## src/hw/rtl/i2a_pkg.sv

```systemverilog
// Shared types, codes and character constants for the integer to ASCII formatter.
// No dependencies; every module of the block imports this package.
`timescale 1ns / 1ps

package i2a_pkg;

    localparam int VALUE_W    = 32;
    localparam int BCD_DIGITS = 10;
    localparam int HEX_DIGITS = 8;
    localparam int BCD_W      = 4 * BCD_DIGITS;
    localparam int DCNT_W     = 4;
    localparam int BCNT_W     = 6;

    localparam logic [1:0] KIND_SIGNED = 2'd1;
    localparam logic [1:0] KIND_HEX    = 2'd2;

    localparam logic [1:0] PRE_NONE  = 2'd0;
    localparam logic [1:0] PRE_MINUS = 2'd1;
    localparam logic [1:0] PRE_HEX   = 2'd2;

    localparam logic [7:0] CH_ZERO  = 8'h30;
    localparam logic [7:0] CH_X     = 8'h78;
    localparam logic [7:0] CH_MINUS = 8'h2D;
    localparam logic [7:0] CH_SPACE = 8'h20;

    localparam logic [7:0] DIGIT_CHARS [16] = '{
        8'h30, 8'h31, 8'h32, 8'h33, 8'h34, 8'h35, 8'h36, 8'h37,
        8'h38, 8'h39, 8'h41, 8'h42, 8'h43, 8'h44, 8'h45, 8'h46
    };

    typedef struct packed {
        logic [1:0]  kind;
        logic [31:0] value;
    } in_item_t;

    typedef struct packed {
        logic [7:0] out_char;
        logic       last;
    } out_item_t;

    typedef struct packed {
        logic start;
        logic hex;
        logic neg;
    } emit_cmd_t;

    typedef enum logic [1:0] {
        T_IDLE,
        T_CONV,
        T_HEX,
        T_EMIT
    } top_state_t;

    typedef enum logic [1:0] {
        E_IDLE,
        E_PREFIX,
        E_DIGITS,
        E_SPACE
    } emit_state_t;

endpackage

```

## src/hw/rtl/integer_to_ascii_formatter.sv

```systemverilog
// Top level of the integer to ASCII formatter: control FSM, BCD converter, sequencer.
// Depends on i2a_pkg, i2a_dabble and i2a_emit.
`timescale 1ns / 1ps

// Usage:
//   s_valid/s_ready/s_data carry one item: kind (0 unsigned decimal, 1 signed
//   decimal, 2 hex with "0x") and a 32-bit value. m_valid/m_ready/m_data return
//   the characters, most significant first, ending with a space marked last.
//   One item is worked on at a time; s_ready is high only while the block is idle.
//   Decimal kinds: the item is accepted, the bit-serial BCD converter runs, the
//   sequencer is started and steps over all ten digit positions (a leading zero
//   is dropped without output), then the space is sent and the block returns to
//   idle; a negative signed item sends a minus sign ahead of the digits.
//   Nonzero hex items skip the converter: the item is accepted, the sequencer is started,
//   then come the two prefix characters, eight nibble positions (leading zeros are
//   dropped too), the space and the return to idle. A stalled receiver holds the
//   output register and the sequencer waits with it; s_ready rises once the control
//   FSM has seen the sequencer go idle, after the final space enters the output register.
//   Reset clears the control state and the output valid; no item is pending.

module integer_to_ascii_formatter
    import i2a_pkg::*;
(
    input  logic      aclk,
    input  logic      aresetn,
    input  logic      s_valid,
    output logic      s_ready,
    input  in_item_t  s_data,
    output logic      m_valid,
    input  logic      m_ready,
    output out_item_t m_data
);

    top_state_t         state_reg, state_next;
    logic [VALUE_W-1:0] mag_reg, mag_next;
    logic               hex_reg, hex_next;
    logic               neg_reg, neg_next;
    logic [VALUE_W-1:0] mag_in;
    logic               accept;
    logic               in_hex;
    logic               in_neg;
    logic               dab_start;
    logic               dab_done;
    logic [BCD_W-1:0]   dab_bcd;
    logic [BCD_W-1:0]   emit_digits;
    emit_cmd_t          emit_cmd;
    logic               emit_busy;

    assign accept = s_valid && s_ready;
    // zero in hex mode prints like decimal zero, without the prefix
    assign in_hex = (s_data.kind == KIND_HEX) && (s_data.value != '0);
    assign in_neg = (s_data.kind == KIND_SIGNED) && s_data.value[VALUE_W-1];
    assign mag_in = in_neg ? (~s_data.value + 1'b1) : s_data.value;

    always_comb begin
        state_next     = state_reg;
        mag_next       = mag_reg;
        hex_next       = hex_reg;
        neg_next       = neg_reg;
        dab_start      = 1'b0;
        emit_cmd.start = 1'b0;
        emit_cmd.hex   = hex_reg;
        emit_cmd.neg   = neg_reg;
        emit_digits    = dab_bcd;
        case (state_reg)
            T_IDLE: begin
                if (accept) begin
                    mag_next   = mag_in;
                    hex_next   = in_hex;
                    neg_next   = in_neg;
                    dab_start  = !in_hex;
                    state_next = in_hex ? T_HEX : T_CONV;
                end
            end
            T_CONV: begin
                if (dab_done) begin
                    emit_cmd.start = 1'b1;
                    state_next     = T_EMIT;
                end
            end
            T_HEX: begin
                emit_cmd.start = 1'b1;
                emit_digits    = {mag_reg, {(BCD_W-VALUE_W){1'b0}}};
                state_next     = T_EMIT;
            end
            T_EMIT: begin
                if (!emit_busy) begin
                    state_next = T_IDLE;
                end
            end
            default: begin
                state_next = T_IDLE;
            end
        endcase
    end

    always_ff @(posedge aclk) begin
        if (!aresetn) begin
            state_reg <= T_IDLE;
        end else begin
            state_reg <= state_next;
        end
        mag_reg <= mag_next;
        hex_reg <= hex_next;
        neg_reg <= neg_next;
    end

    assign s_ready = (state_reg == T_IDLE);

    i2a_dabble u_dabble (
        .aclk    (aclk),
        .aresetn (aresetn),
        .start   (dab_start),
        .mag     (mag_in),
        .done    (dab_done),
        .bcd     (dab_bcd)
    );

    i2a_emit u_emit (
        .aclk    (aclk),
        .aresetn (aresetn),
        .cmd     (emit_cmd),
        .digits  (emit_digits),
        .busy    (emit_busy),
        .m_valid (m_valid),
        .m_ready (m_ready),
        .m_data  (m_data)
    );

    a_idle_emit_free: assert property (@(posedge aclk) disable iff (!aresetn)
        (state_reg == T_IDLE) |-> !emit_busy)
        else $error("sequencer busy while the block is idle");

    a_done_in_conv: assert property (@(posedge aclk) disable iff (!aresetn)
        dab_done |-> (state_reg == T_CONV))
        else $error("converter finished outside the conversion state");

    a_last_is_space: assert property (@(posedge aclk) disable iff (!aresetn)
        (m_valid && m_data.last) |-> (m_data.out_char == CH_SPACE))
        else $error("last item is not the trailing space");

endmodule

```

## src/hw/rtl/i2a_dabble.sv

```systemverilog
// Bit-serial binary to BCD converter (shift and add three), one input bit per cycle.
// Depends on i2a_pkg.
`timescale 1ns / 1ps

module i2a_dabble
    import i2a_pkg::*;
(
    input  logic               aclk,
    input  logic               aresetn,
    input  logic               start,
    input  logic [VALUE_W-1:0] mag,
    output logic               done,
    output logic [BCD_W-1:0]   bcd
);

    logic [VALUE_W-1:0] sh_reg, sh_next;
    logic [BCD_W-1:0]   bcd_reg, bcd_next;
    logic [BCD_W-1:0]   adj;
    logic [BCNT_W-1:0]  cnt_reg, cnt_next;
    logic               run_reg, run_next;
    logic               done_reg, done_next;

    // Each digit is corrected on its own before the shift.
    always_comb begin
        for (int i = 0; i < BCD_DIGITS; i++) begin
            if (bcd_reg[4*i +: 4] >= 4'd5) begin
                adj[4*i +: 4] = bcd_reg[4*i +: 4] + 4'd3;
            end else begin
                adj[4*i +: 4] = bcd_reg[4*i +: 4];
            end
        end
    end

    always_comb begin
        sh_next   = sh_reg;
        bcd_next  = bcd_reg;
        cnt_next  = cnt_reg;
        run_next  = run_reg;
        done_next = 1'b0;
        if (start) begin
            sh_next  = mag;
            bcd_next = '0;
            cnt_next = BCNT_W'(VALUE_W);
            run_next = 1'b1;
        end else if (run_reg) begin
            bcd_next = {adj[BCD_W-2:0], sh_reg[VALUE_W-1]};
            sh_next  = {sh_reg[VALUE_W-2:0], 1'b0};
            cnt_next = cnt_reg - 1'b1;
            if (cnt_reg == BCNT_W'(1)) begin
                run_next  = 1'b0;
                done_next = 1'b1;
            end
        end
    end

    always_ff @(posedge aclk) begin
        if (!aresetn) begin
            run_reg  <= 1'b0;
            done_reg <= 1'b0;
            cnt_reg  <= '0;
        end else begin
            run_reg  <= run_next;
            done_reg <= done_next;
            cnt_reg  <= cnt_next;
        end
        sh_reg  <= sh_next;
        bcd_reg <= bcd_next;
    end

    assign done = done_reg;
    assign bcd  = bcd_reg;

endmodule

```

## src/hw/rtl/i2a_emit.sv

```systemverilog
// Character sequencer: prefix, digits without leading zeros, trailing space.
// Shifts one digit per cycle into the output register unless stalled. Uses i2a_pkg.
`timescale 1ns / 1ps

module i2a_emit
    import i2a_pkg::*;
(
    input  logic             aclk,
    input  logic             aresetn,
    input  emit_cmd_t        cmd,
    input  logic [BCD_W-1:0] digits,
    output logic             busy,
    output logic             m_valid,
    input  logic             m_ready,
    output out_item_t        m_data
);

    emit_state_t       state_reg, state_next;
    logic [BCD_W-1:0]  dig_reg, dig_next;
    logic [DCNT_W-1:0] cnt_reg, cnt_next;
    logic [1:0]        pre_reg, pre_next;
    logic              hex_reg, hex_next;
    logic              lead_reg, lead_next;
    logic              m_valid_reg, m_valid_next;
    out_item_t         m_data_reg, m_data_next;
    logic              can_load;
    logic [3:0]        dig_top;

    assign can_load = !m_valid_reg || m_ready;
    assign dig_top  = dig_reg[BCD_W-1 -: 4];

    always_comb begin
        state_next   = state_reg;
        dig_next     = dig_reg;
        cnt_next     = cnt_reg;
        pre_next     = pre_reg;
        hex_next     = hex_reg;
        lead_next    = lead_reg;
        m_valid_next = m_valid_reg && !m_ready;
        m_data_next  = m_data_reg;
        case (state_reg)
            E_IDLE: begin
                if (cmd.start) begin
                    hex_next  = cmd.hex;
                    lead_next = 1'b1;
                    if (cmd.hex) begin
                        dig_next = digits;
                        cnt_next = DCNT_W'(HEX_DIGITS);
                        pre_next = PRE_HEX;
                    end else begin
                        dig_next = digits;
                        cnt_next = DCNT_W'(BCD_DIGITS);
                        pre_next = cmd.neg ? PRE_MINUS : PRE_NONE;
                    end
                    state_next = (cmd.hex || cmd.neg) ? E_PREFIX : E_DIGITS;
                end
            end
            E_PREFIX: begin
                if (can_load) begin
                    m_valid_next     = 1'b1;
                    m_data_next.last = 1'b0;
                    if (hex_reg) begin
                        m_data_next.out_char = (pre_reg == PRE_HEX) ? CH_ZERO : CH_X;
                    end else begin
                        m_data_next.out_char = CH_MINUS;
                    end
                    pre_next = pre_reg - 1'b1;
                    if (pre_reg == PRE_MINUS) begin
                        state_next = E_DIGITS;
                    end
                end
            end
            E_DIGITS: begin
                if (lead_reg && dig_top == 4'd0 && cnt_reg != DCNT_W'(1)) begin
                    // drop a leading zero; the last digit always prints
                    dig_next = {dig_reg[BCD_W-5:0], 4'h0};
                    cnt_next = cnt_reg - 1'b1;
                end else if (can_load) begin
                    m_valid_next         = 1'b1;
                    m_data_next.out_char = DIGIT_CHARS[dig_top];
                    m_data_next.last     = 1'b0;
                    dig_next             = {dig_reg[BCD_W-5:0], 4'h0};
                    cnt_next             = cnt_reg - 1'b1;
                    lead_next            = 1'b0;
                    if (cnt_reg == DCNT_W'(1)) begin
                        state_next = E_SPACE;
                    end
                end
            end
            E_SPACE: begin
                if (can_load) begin
                    m_valid_next         = 1'b1;
                    m_data_next.out_char = CH_SPACE;
                    m_data_next.last     = 1'b1;
                    state_next           = E_IDLE;
                end
            end
            default: begin
                state_next = E_IDLE;
            end
        endcase
    end

    always_ff @(posedge aclk) begin
        if (!aresetn) begin
            state_reg   <= E_IDLE;
            m_valid_reg <= 1'b0;
        end else begin
            state_reg   <= state_next;
            m_valid_reg <= m_valid_next;
        end
        dig_reg    <= dig_next;
        cnt_reg    <= cnt_next;
        pre_reg    <= pre_next;
        hex_reg    <= hex_next;
        lead_reg   <= lead_next;
        m_data_reg <= m_data_next;
    end

    assign busy    = (state_reg != E_IDLE);
    assign m_valid = m_valid_reg;
    assign m_data  = m_data_reg;

endmodule

```

## config.mk

```make
export PLATFORM = sky130hd
export DESIGN_NAME = integer_to_ascii_formatter
export DESIGN_NICKNAME = d
export VERILOG_FILES = /design/src/hw/rtl/i2a_pkg.sv /design/src/hw/rtl/integer_to_ascii_formatter.sv /design/src/hw/rtl/i2a_dabble.sv /design/src/hw/rtl/i2a_emit.sv
export SDC_FILE = /design/constraint.sdc
export NUM_CORES = 1
export LEC_CHECK = 0
export ABC_AREA = 1
export BUFFER_PORTS_ARGS = -buffer_cell sky130_fd_sc_hd__buf_2
export CORE_UTILIZATION = 40
export DETAILED_ROUTE_END_ITERATION = 12
export HOLD_SLACK_MARGIN = 0.03
export PLACE_DENSITY = 0.62
export REMOVE_ABC_BUFFERS = 1
export SLEW_MARGIN = 10
export SYNTH_ARGS = -nofsm -noshare
export SYNTH_HDL_FRONTEND = slang
export SYNTH_SLANG_ARGS = --single-unit
export TNS_END_PERCENT = 50
```

## constraint.sdc

```tcl
create_clock -name aclk -period 3.7 [get_ports aclk]
set_clock_uncertainty 0.2 [all_clocks]
set_input_delay 0.185 -clock aclk [delete_from_list [all_inputs] [get_ports aclk]]
set_output_delay 0.185 -clock aclk [all_outputs]
set_load 0.02 [all_outputs]
```

# --- Yosys cells after proc, flatten, opt, wreduce, memory -nomap -nowiden ---
# Memories as Yosys holds them, arrays and structs flattened.
# Cells that the tools add are included.
op_classes:
  magnitude_cmp: 11
  n_addsub: 14
  bitwise: 4
  mux: 68
  eq_ne: 24
  reduce_logical: 31
op_table:
  columns: ["op", "count"]
  rows:
  - ["$mux 40", 4]
  - ["$mux 32", 3]
  - ["$pmux 40 s2", 1]
  - ["$mux 4", 12]
  - ["$ge 4x3->1 const B", 10]
  - ["$add 4x2->4 const B", 9]
  - ["$mux 9", 4]
  - ["$add 32x1->32 const B", 1]
  - ["$mux 2", 16]
  - ["$not 32->32", 1]
  - ["$reduce_bool 32->1", 1]
  - ["$pmux 9 s3", 1]
  - ["$mux 8", 3]
  - ["$pmux 2 s4", 2]
  - ["$ne 2x1->1 const B", 7]
  - ["$mux 1", 13]
  - ["$eq 2x2->1 const B", 6]
  - ["$mux 6", 2]
  - ["$reduce_and 3->1", 3]
  - ["$eq 2x1->1 const B", 4]
  - ["$pmux 4 s2", 1]
  - ["$reduce_bool 2->1", 4]
  - ["$mux 7", 1]
  - ["$reduce_and 7->1", 1]
  - ["26 further kinds", 42]
word_totals:
  output_inout_bits: 11
  word_cells: 172
  rom_bits: 128
  input_bits: 38
  regBits: 176
  mem_count: 1
memory_table:
  columns: ["memory", "depth", "word_bits", "read_ports", "rd_ports_with_merged_regs", "wr", "line", "source"]
  rows:
  - ["(name not given)", 16, 8, 1, 0, 0, "i2a_emit.sv:80", "m_data_next.out_char = DIGIT_CHARS[dig_top];"]

# --- Logic depth before layout (Yosys ltp) ---
depth:
  ltp_word: 7
  depth_mapped: 12
  ltp_nobuf: 11

# --- Modules after synthesis ---
# From an unflattened synthesis, not the netlist that was laid out.
unflattened:
  hier_cells: 1158
  hier_area_um2: 9430.3
modules_own_cells:
  columns: ["mod", "cells_per_inst", "area_each_um2", "instances", "seq_area_each_um2"]
  rows:
  - ["i2a_dabble", 513, 3991.3, 1, 1921.8]
  - ["i2a_emit", 300, 2891.5, 1, 1741.7]
  - ["integer_to_ascii_formatter", 345, 2547.4, 1, 1061.0]

# --- Worst setup path before layout ---
# No wires, ideal clock.
synth_timing:
  kind: "register -> register"
  from: "register state_reg[0]"
  to: "register u_dabble.sh_reg[0], enable pin"
  required_ns: 3.111
  arrival_time_ns: 2.647
  setup_ns: 0.389
  slack_ns: 0.464
  path_buffers: 2
  stages_incl_launch_ff: 9
  synth_period_minus_slack_ns: 3.236
  path_cell_list: "dfxtp_1 > inv_1 > ha_1 > nand2_1 > inv_1 > nand2_2 > buf_6 > buf_6 > nand2_1"
synth_via:
  elab_chain_cells: 5
synth_rtl:
  columns: ["item", "line", "source"]
  rows:
  - ["from (decl)", "integer_to_ascii_formatter.sv:34", "top_state_t state_reg, state_next;"]
  - ["from (signal assigned)", "integer_to_ascii_formatter.sv:101", "state_reg <= state_next;"]
  - ["$logic_not 2->1 (*)", "integer_to_ascii_formatter.sv:108", "assign s_ready = (state_reg == T_IDLE);"]
  - ["named net s_ready", "integer_to_ascii_formatter.sv:27", "output logic s_ready,"]
  - ["$logic_and 1x1->1", "integer_to_ascii_formatter.sv:49", "assign accept = s_valid && s_ready;"]
  - ["$mux 1", "integer_to_ascii_formatter.sv:67", "if (accept) begin"]
  - ["$mux 1 (*)", "integer_to_ascii_formatter.sv:65", "case (state_reg)"]
  - ["$reduce_bool 2->1 (no line) (*)", null, null]
  - ["to (signal assigned)", "i2a_dabble.sv:66", "sh_reg <= sh_next;"]
  - ["to (decl)", "i2a_dabble.sv:16", "logic [VALUE_W-1:0] sh_reg, sh_next;"]
# Mark *: on every way through the listed nets, which the timed path passes. The rest lies on a longest branch.
# A chain may end at the register's enable or synchronous reset.

# --- Worst setup path in the final report ---
layout_timing:
  from: "input s_data[0] (netlist name)"
  to: "register u_dabble.bcd_reg[22], in the netlist u_dabble.bcd[22]"
layout_via:
  elab_chain_cells: 5
layout_rtl:
  columns: ["item", "line", "source"]
  rows:
  - ["from (decl)", "integer_to_ascii_formatter.sv:28", "input in_item_t s_data,"]
  - ["$reduce_bool 32->1", "integer_to_ascii_formatter.sv:51", "assign in_hex = (s_data.kind == KIND_HEX) && (s_data.value != '0);"]
  - ["$logic_and 1x1->1", "integer_to_ascii_formatter.sv:51", null]
  - ["$logic_not 1->1", "integer_to_ascii_formatter.sv:71", "dab_start = !in_hex;"]
  - ["$mux 1", "integer_to_ascii_formatter.sv:67", null]
  - ["$mux 1", "integer_to_ascii_formatter.sv:65", null]
  - ["to (signal assigned)", "i2a_dabble.sv:67", "bcd_reg <= bcd_next;"]
  - ["to (decl)", "i2a_dabble.sv:17", "logic [BCD_W-1:0] bcd_reg, bcd_next;"]
# Every way passes these cells.

==> key figures <==
STA
  – Final setup viols: 0
  – RSZ-0062 raised after global routing: no
  – Highest clock rate: 355 MHz
  – Max Slew Vio Count: 0
  – Headroom to the max-slew limit: 0.288
  – Fin crit share: 0.761
  – Final min period: 2820 ps
  – Final hold vios: 0
  – Slew @ Worst Pin: 1060 ps

Clocking
  – Clock buffer depth: 2
  – CTS Sinks: 175
  – CTS H-tree lvls: 4
  – Worst-path clk slew: 70 ps
  – Setup Buffers After CTS: 0
  – CTS root buf: clkbuf_16
  – TritonCTS clock tree: done
  – CTS Buf Count: 17
  – Worst-Skew Late Latency: 430 ps

Yosys
  – YS warnings: 0
  – Syn_area_per_cell: 8.50 um^2
  – Biggest area consumer among synthesized cells: edfxtp_1
  – Synth top area share: 0.403
  – Post-Syn Instances: 1,070
  – Post-synth design cell area: 9090 um^2
  – Synth area leaders: edfxtp_1 (40%), nand2_1 (12%), dfxtp_1 (12%)
  – Yosys reg bits: 175
  – Sequential-to-total area share from yosys stat: 0.520
  – Synth unique cells: 39

GRT
  – Overflow after GRT: 0
  – Vias in the first global route: 6,697
  – Gr usage total: 0.181
  – First-pass GRT wire length: 33,800 um
  – Pin count of the biggest net entering global routing: 55
  – Initial antenna violation count: 0

Worst setup path
  – Buf/Inv on CP: 6
  – CP Data Required Time: 3810 ps
  – Slowest stage delay, CP: 560 ps
  – Top Family by Delay on Critical Path: buffers and inverters
  – Crit path kind: in2reg
  – Kind of end point of the critical path: register
  – Levels on crit path: 13
  – Reg2reg path depth: 5
  – Reg2Reg Capture Point: u_emit.m_data[1]$_DFFE_PP_
  – Crit-path max FO: 39
  – CP arrival: 2920 ps
  – Flop-to-flop setup slack: 1000 ps
  – Most used cell along the critical path: nand2_2
  – Setup crit end: u_dabble.bcd[22]$_SDFFE_PP0P_
  – CP Cell Sequence: dlygate4sd3_1 > buf_2 > inv_1 > ha_1 > nand2_1 > nor2_2 > nand2_2 > o21ai_2 > nand2_2 > buf_4 > inv_2 > buf_12 > a21oi_1
  – Slowest cell on the critical path: dlygate4sd3_1
  – Setup crit start: s_data[0]
  – Crit path launch type: input pin
  – RR Startpoint: u_emit.state_reg[0]$_SDFFE_PN0P_

Floorplanning
  – Row count: 54
  – # IOs: 49
  – Core footprint: 22,000 um^2
  – Die footprint: 23,300 um^2
  – Die W: 153 um
  – Die Y: 153 um
  – Starting density of the core: 0.413

Cells and area
  – P&R area growth vs syn: 15.1%
  – Final Cell Area: 10,500 um^2
  – N_diodes: 0
  – Fin cells: 1,434
  – Layout cell share with drive strength beyond 1: 0.0919
  – Filler Cells Inserted: 2,119
  – Nets: 1,219

Drt
  – Vias per cell: 4.99
  – Wire per inst: 14.3 um
  – First-pass DRT Iterations: 5
  – Antenna Nets Post-Route: 0
  – Number of DRC markers in iteration 0: 515
  – Drt drc: 0
  – Vias: 7,155
  – Routed wire length: 20,500 um

Run
  – Max-cap viol count: 0

Placement
  – Placed cells: 1,369
  – GPL Wtd Cong: 0.932
  – PortBufs: 47
  – Placement Cell Area: 9570 um^2
  – HPWL Detailed: 14,600 um

Worst hold path
  – HP Class: in2reg
  – HP Start: s_data[32]
  – Hold Path Depth: 5

Power and ir drop
  – Pwr per Cell Area: 661 nW/um^2
  – Maximum vdd drop: 371 uV
  – P_leak: 4.35 nW

Run status
  – Status: finished clean
==> metrics by stage <==
stage	hold WS, ps	setup TNS (ps)	util	power, mW	setup WS, ps
floorplan	83.9	-24740	-	4.53	-562
global placement	180	0	0.435	5.18	916
detailed placement	185	0	0.435	5.21	948
CTS	34.9	0	0.475	6.97	897
global route	52.3	0	0.475	7.38	693
finish	29.2	0	0.475	6.92	884
==> Yosys cell counts <==
master	number
clkinv_1	2
o21ai_0	74
a21oi_2	1
nand4_1	8
nor3_1	7
a211oi_1	1
or2_2	2
o32ai_1	1
a21oi_1	128
nor3_2	1
nand3b_1	2
buf_2	8
mux2i_1	1
clkbuf_1	22
inv_2	3
dfxtp_1	53
nand3_2	1
o22ai_1	1
nand2_1	288
nand2_2	2
o221ai_1	1
o21ai_1	1
nor2_2	4
nor2_1	113
xnor2_1	10
o211ai_1	1
nor2_4	1
ha_1	40
xor2_1	25
a32o_1	1
edfxtp_1	122
buf_1	1
inv_1	92
nand3_1	41
a31oi_1	1
buf_6	4
conb_1	1
o21ai_2	1
buf_4	4
==> area by class of cell <==
| type | count | area (um^2) | share of cell area |
|---|---|---|---|
| Timing Repair Buffer | 91 | 661 | 0.0631 |
| Sequential cell | 175 | 4720 | 0.451 |
| Tap cell | 280 | 350 | 0.0335 |
| Clock inverter | 15 | 141 | 0.0135 |
| Inverter | 97 | 364 | 0.0348 |
| Multi-Input combinational cell | 759 | 3800 | 0.363 |
| Clock buffer | 17 | 425 | 0.0406 |
==> cell families after synthesis <==
| family | count (synthesis) | synth area share |
|---|---|---|
| other | 1 | 0.000412 |
| buffers and inverters | 136 | 0.0622 |
| and+or+nand+nor | 470 | 0.208 |
| AOI/OAI and AO/OA | 212 | 0.120 |
| adders and majority gates | 40 | 0.0551 |
| DFF | 175 | 0.520 |
| xor gates and xnor gates | 35 | 0.0337 |
| muxes | 1 | 0.00110 |
==> worst min path at each step <==
stage	to	slack, ps
after detailed placement	mag_reg[0]$_DFFE_PP_	180
after CTS	state_reg[0]$_SDFFE_PN0P_	30
final	state_reg[0]$_SDFFE_PN0P_	30
after global placement	mag_reg[0]$_DFFE_PP_	180
after floorplan	mag_reg[0]$_DFFE_PP_	80
after global routing	state_reg[0]$_SDFFE_PN0P_	50
==> placed cells by master (no fill, tap or decap), types with 2 or more instances in the layout <==
cell type / n
inv_1: 92
clkinv_4: 6
nand3b_1: 2
dfxtp_1: 53
dlygate4sd3_1: 33
buf_2: 47
nand2_2: 2
nand4_1: 8
inv_2: 3
xor2_1: 25
xnor2_1: 10
nand3_1: 41
inv_6: 3
nor3_1: 7
nor2_2: 4
a21oi_1: 128
clkinv_1: 2
clkbuf_16: 17
inv_8: 5
edfxtp_1: 122
nor2_1: 113
buf_4: 10
ha_1: 40
nand2_1: 288
or2_2: 2
o21ai_0: 74
==> repair_timing <==
item                                   in CTS  in global routing
endpoints found under the hold margin      45                  0
hold buffers                               33                  0
gates resized for setup                     0                  0
==> worst min-delay path, stage by stage <==
cell and delay (ps):
buf_2 110, nor2_1 80, nand3_1 100, nand2_1 50
a21oi_1 100
==> metal layers <==
| layer | share of wire | GRT usage | wire (um) |
|---|---|---|---|
| met5 | 0 | 0 | 0 |
| met4 | 0.017 | 0.0630 | 344 |
| met3 | 0.044 | 0.0290 | 897 |
| met2 | 0.45 | 0.285 | 9130 |
| met1 | 0.49 | 0.253 | 10100 |
==> power breakdown <==
group          switching (mW)  internal (mW)  total, mW
clock network           0.826          0.894       1.72
logic                    1.41          0.660       2.07
registers               0.253           2.88       3.13
Note: power is estimated with default switching activity, not from simulation.
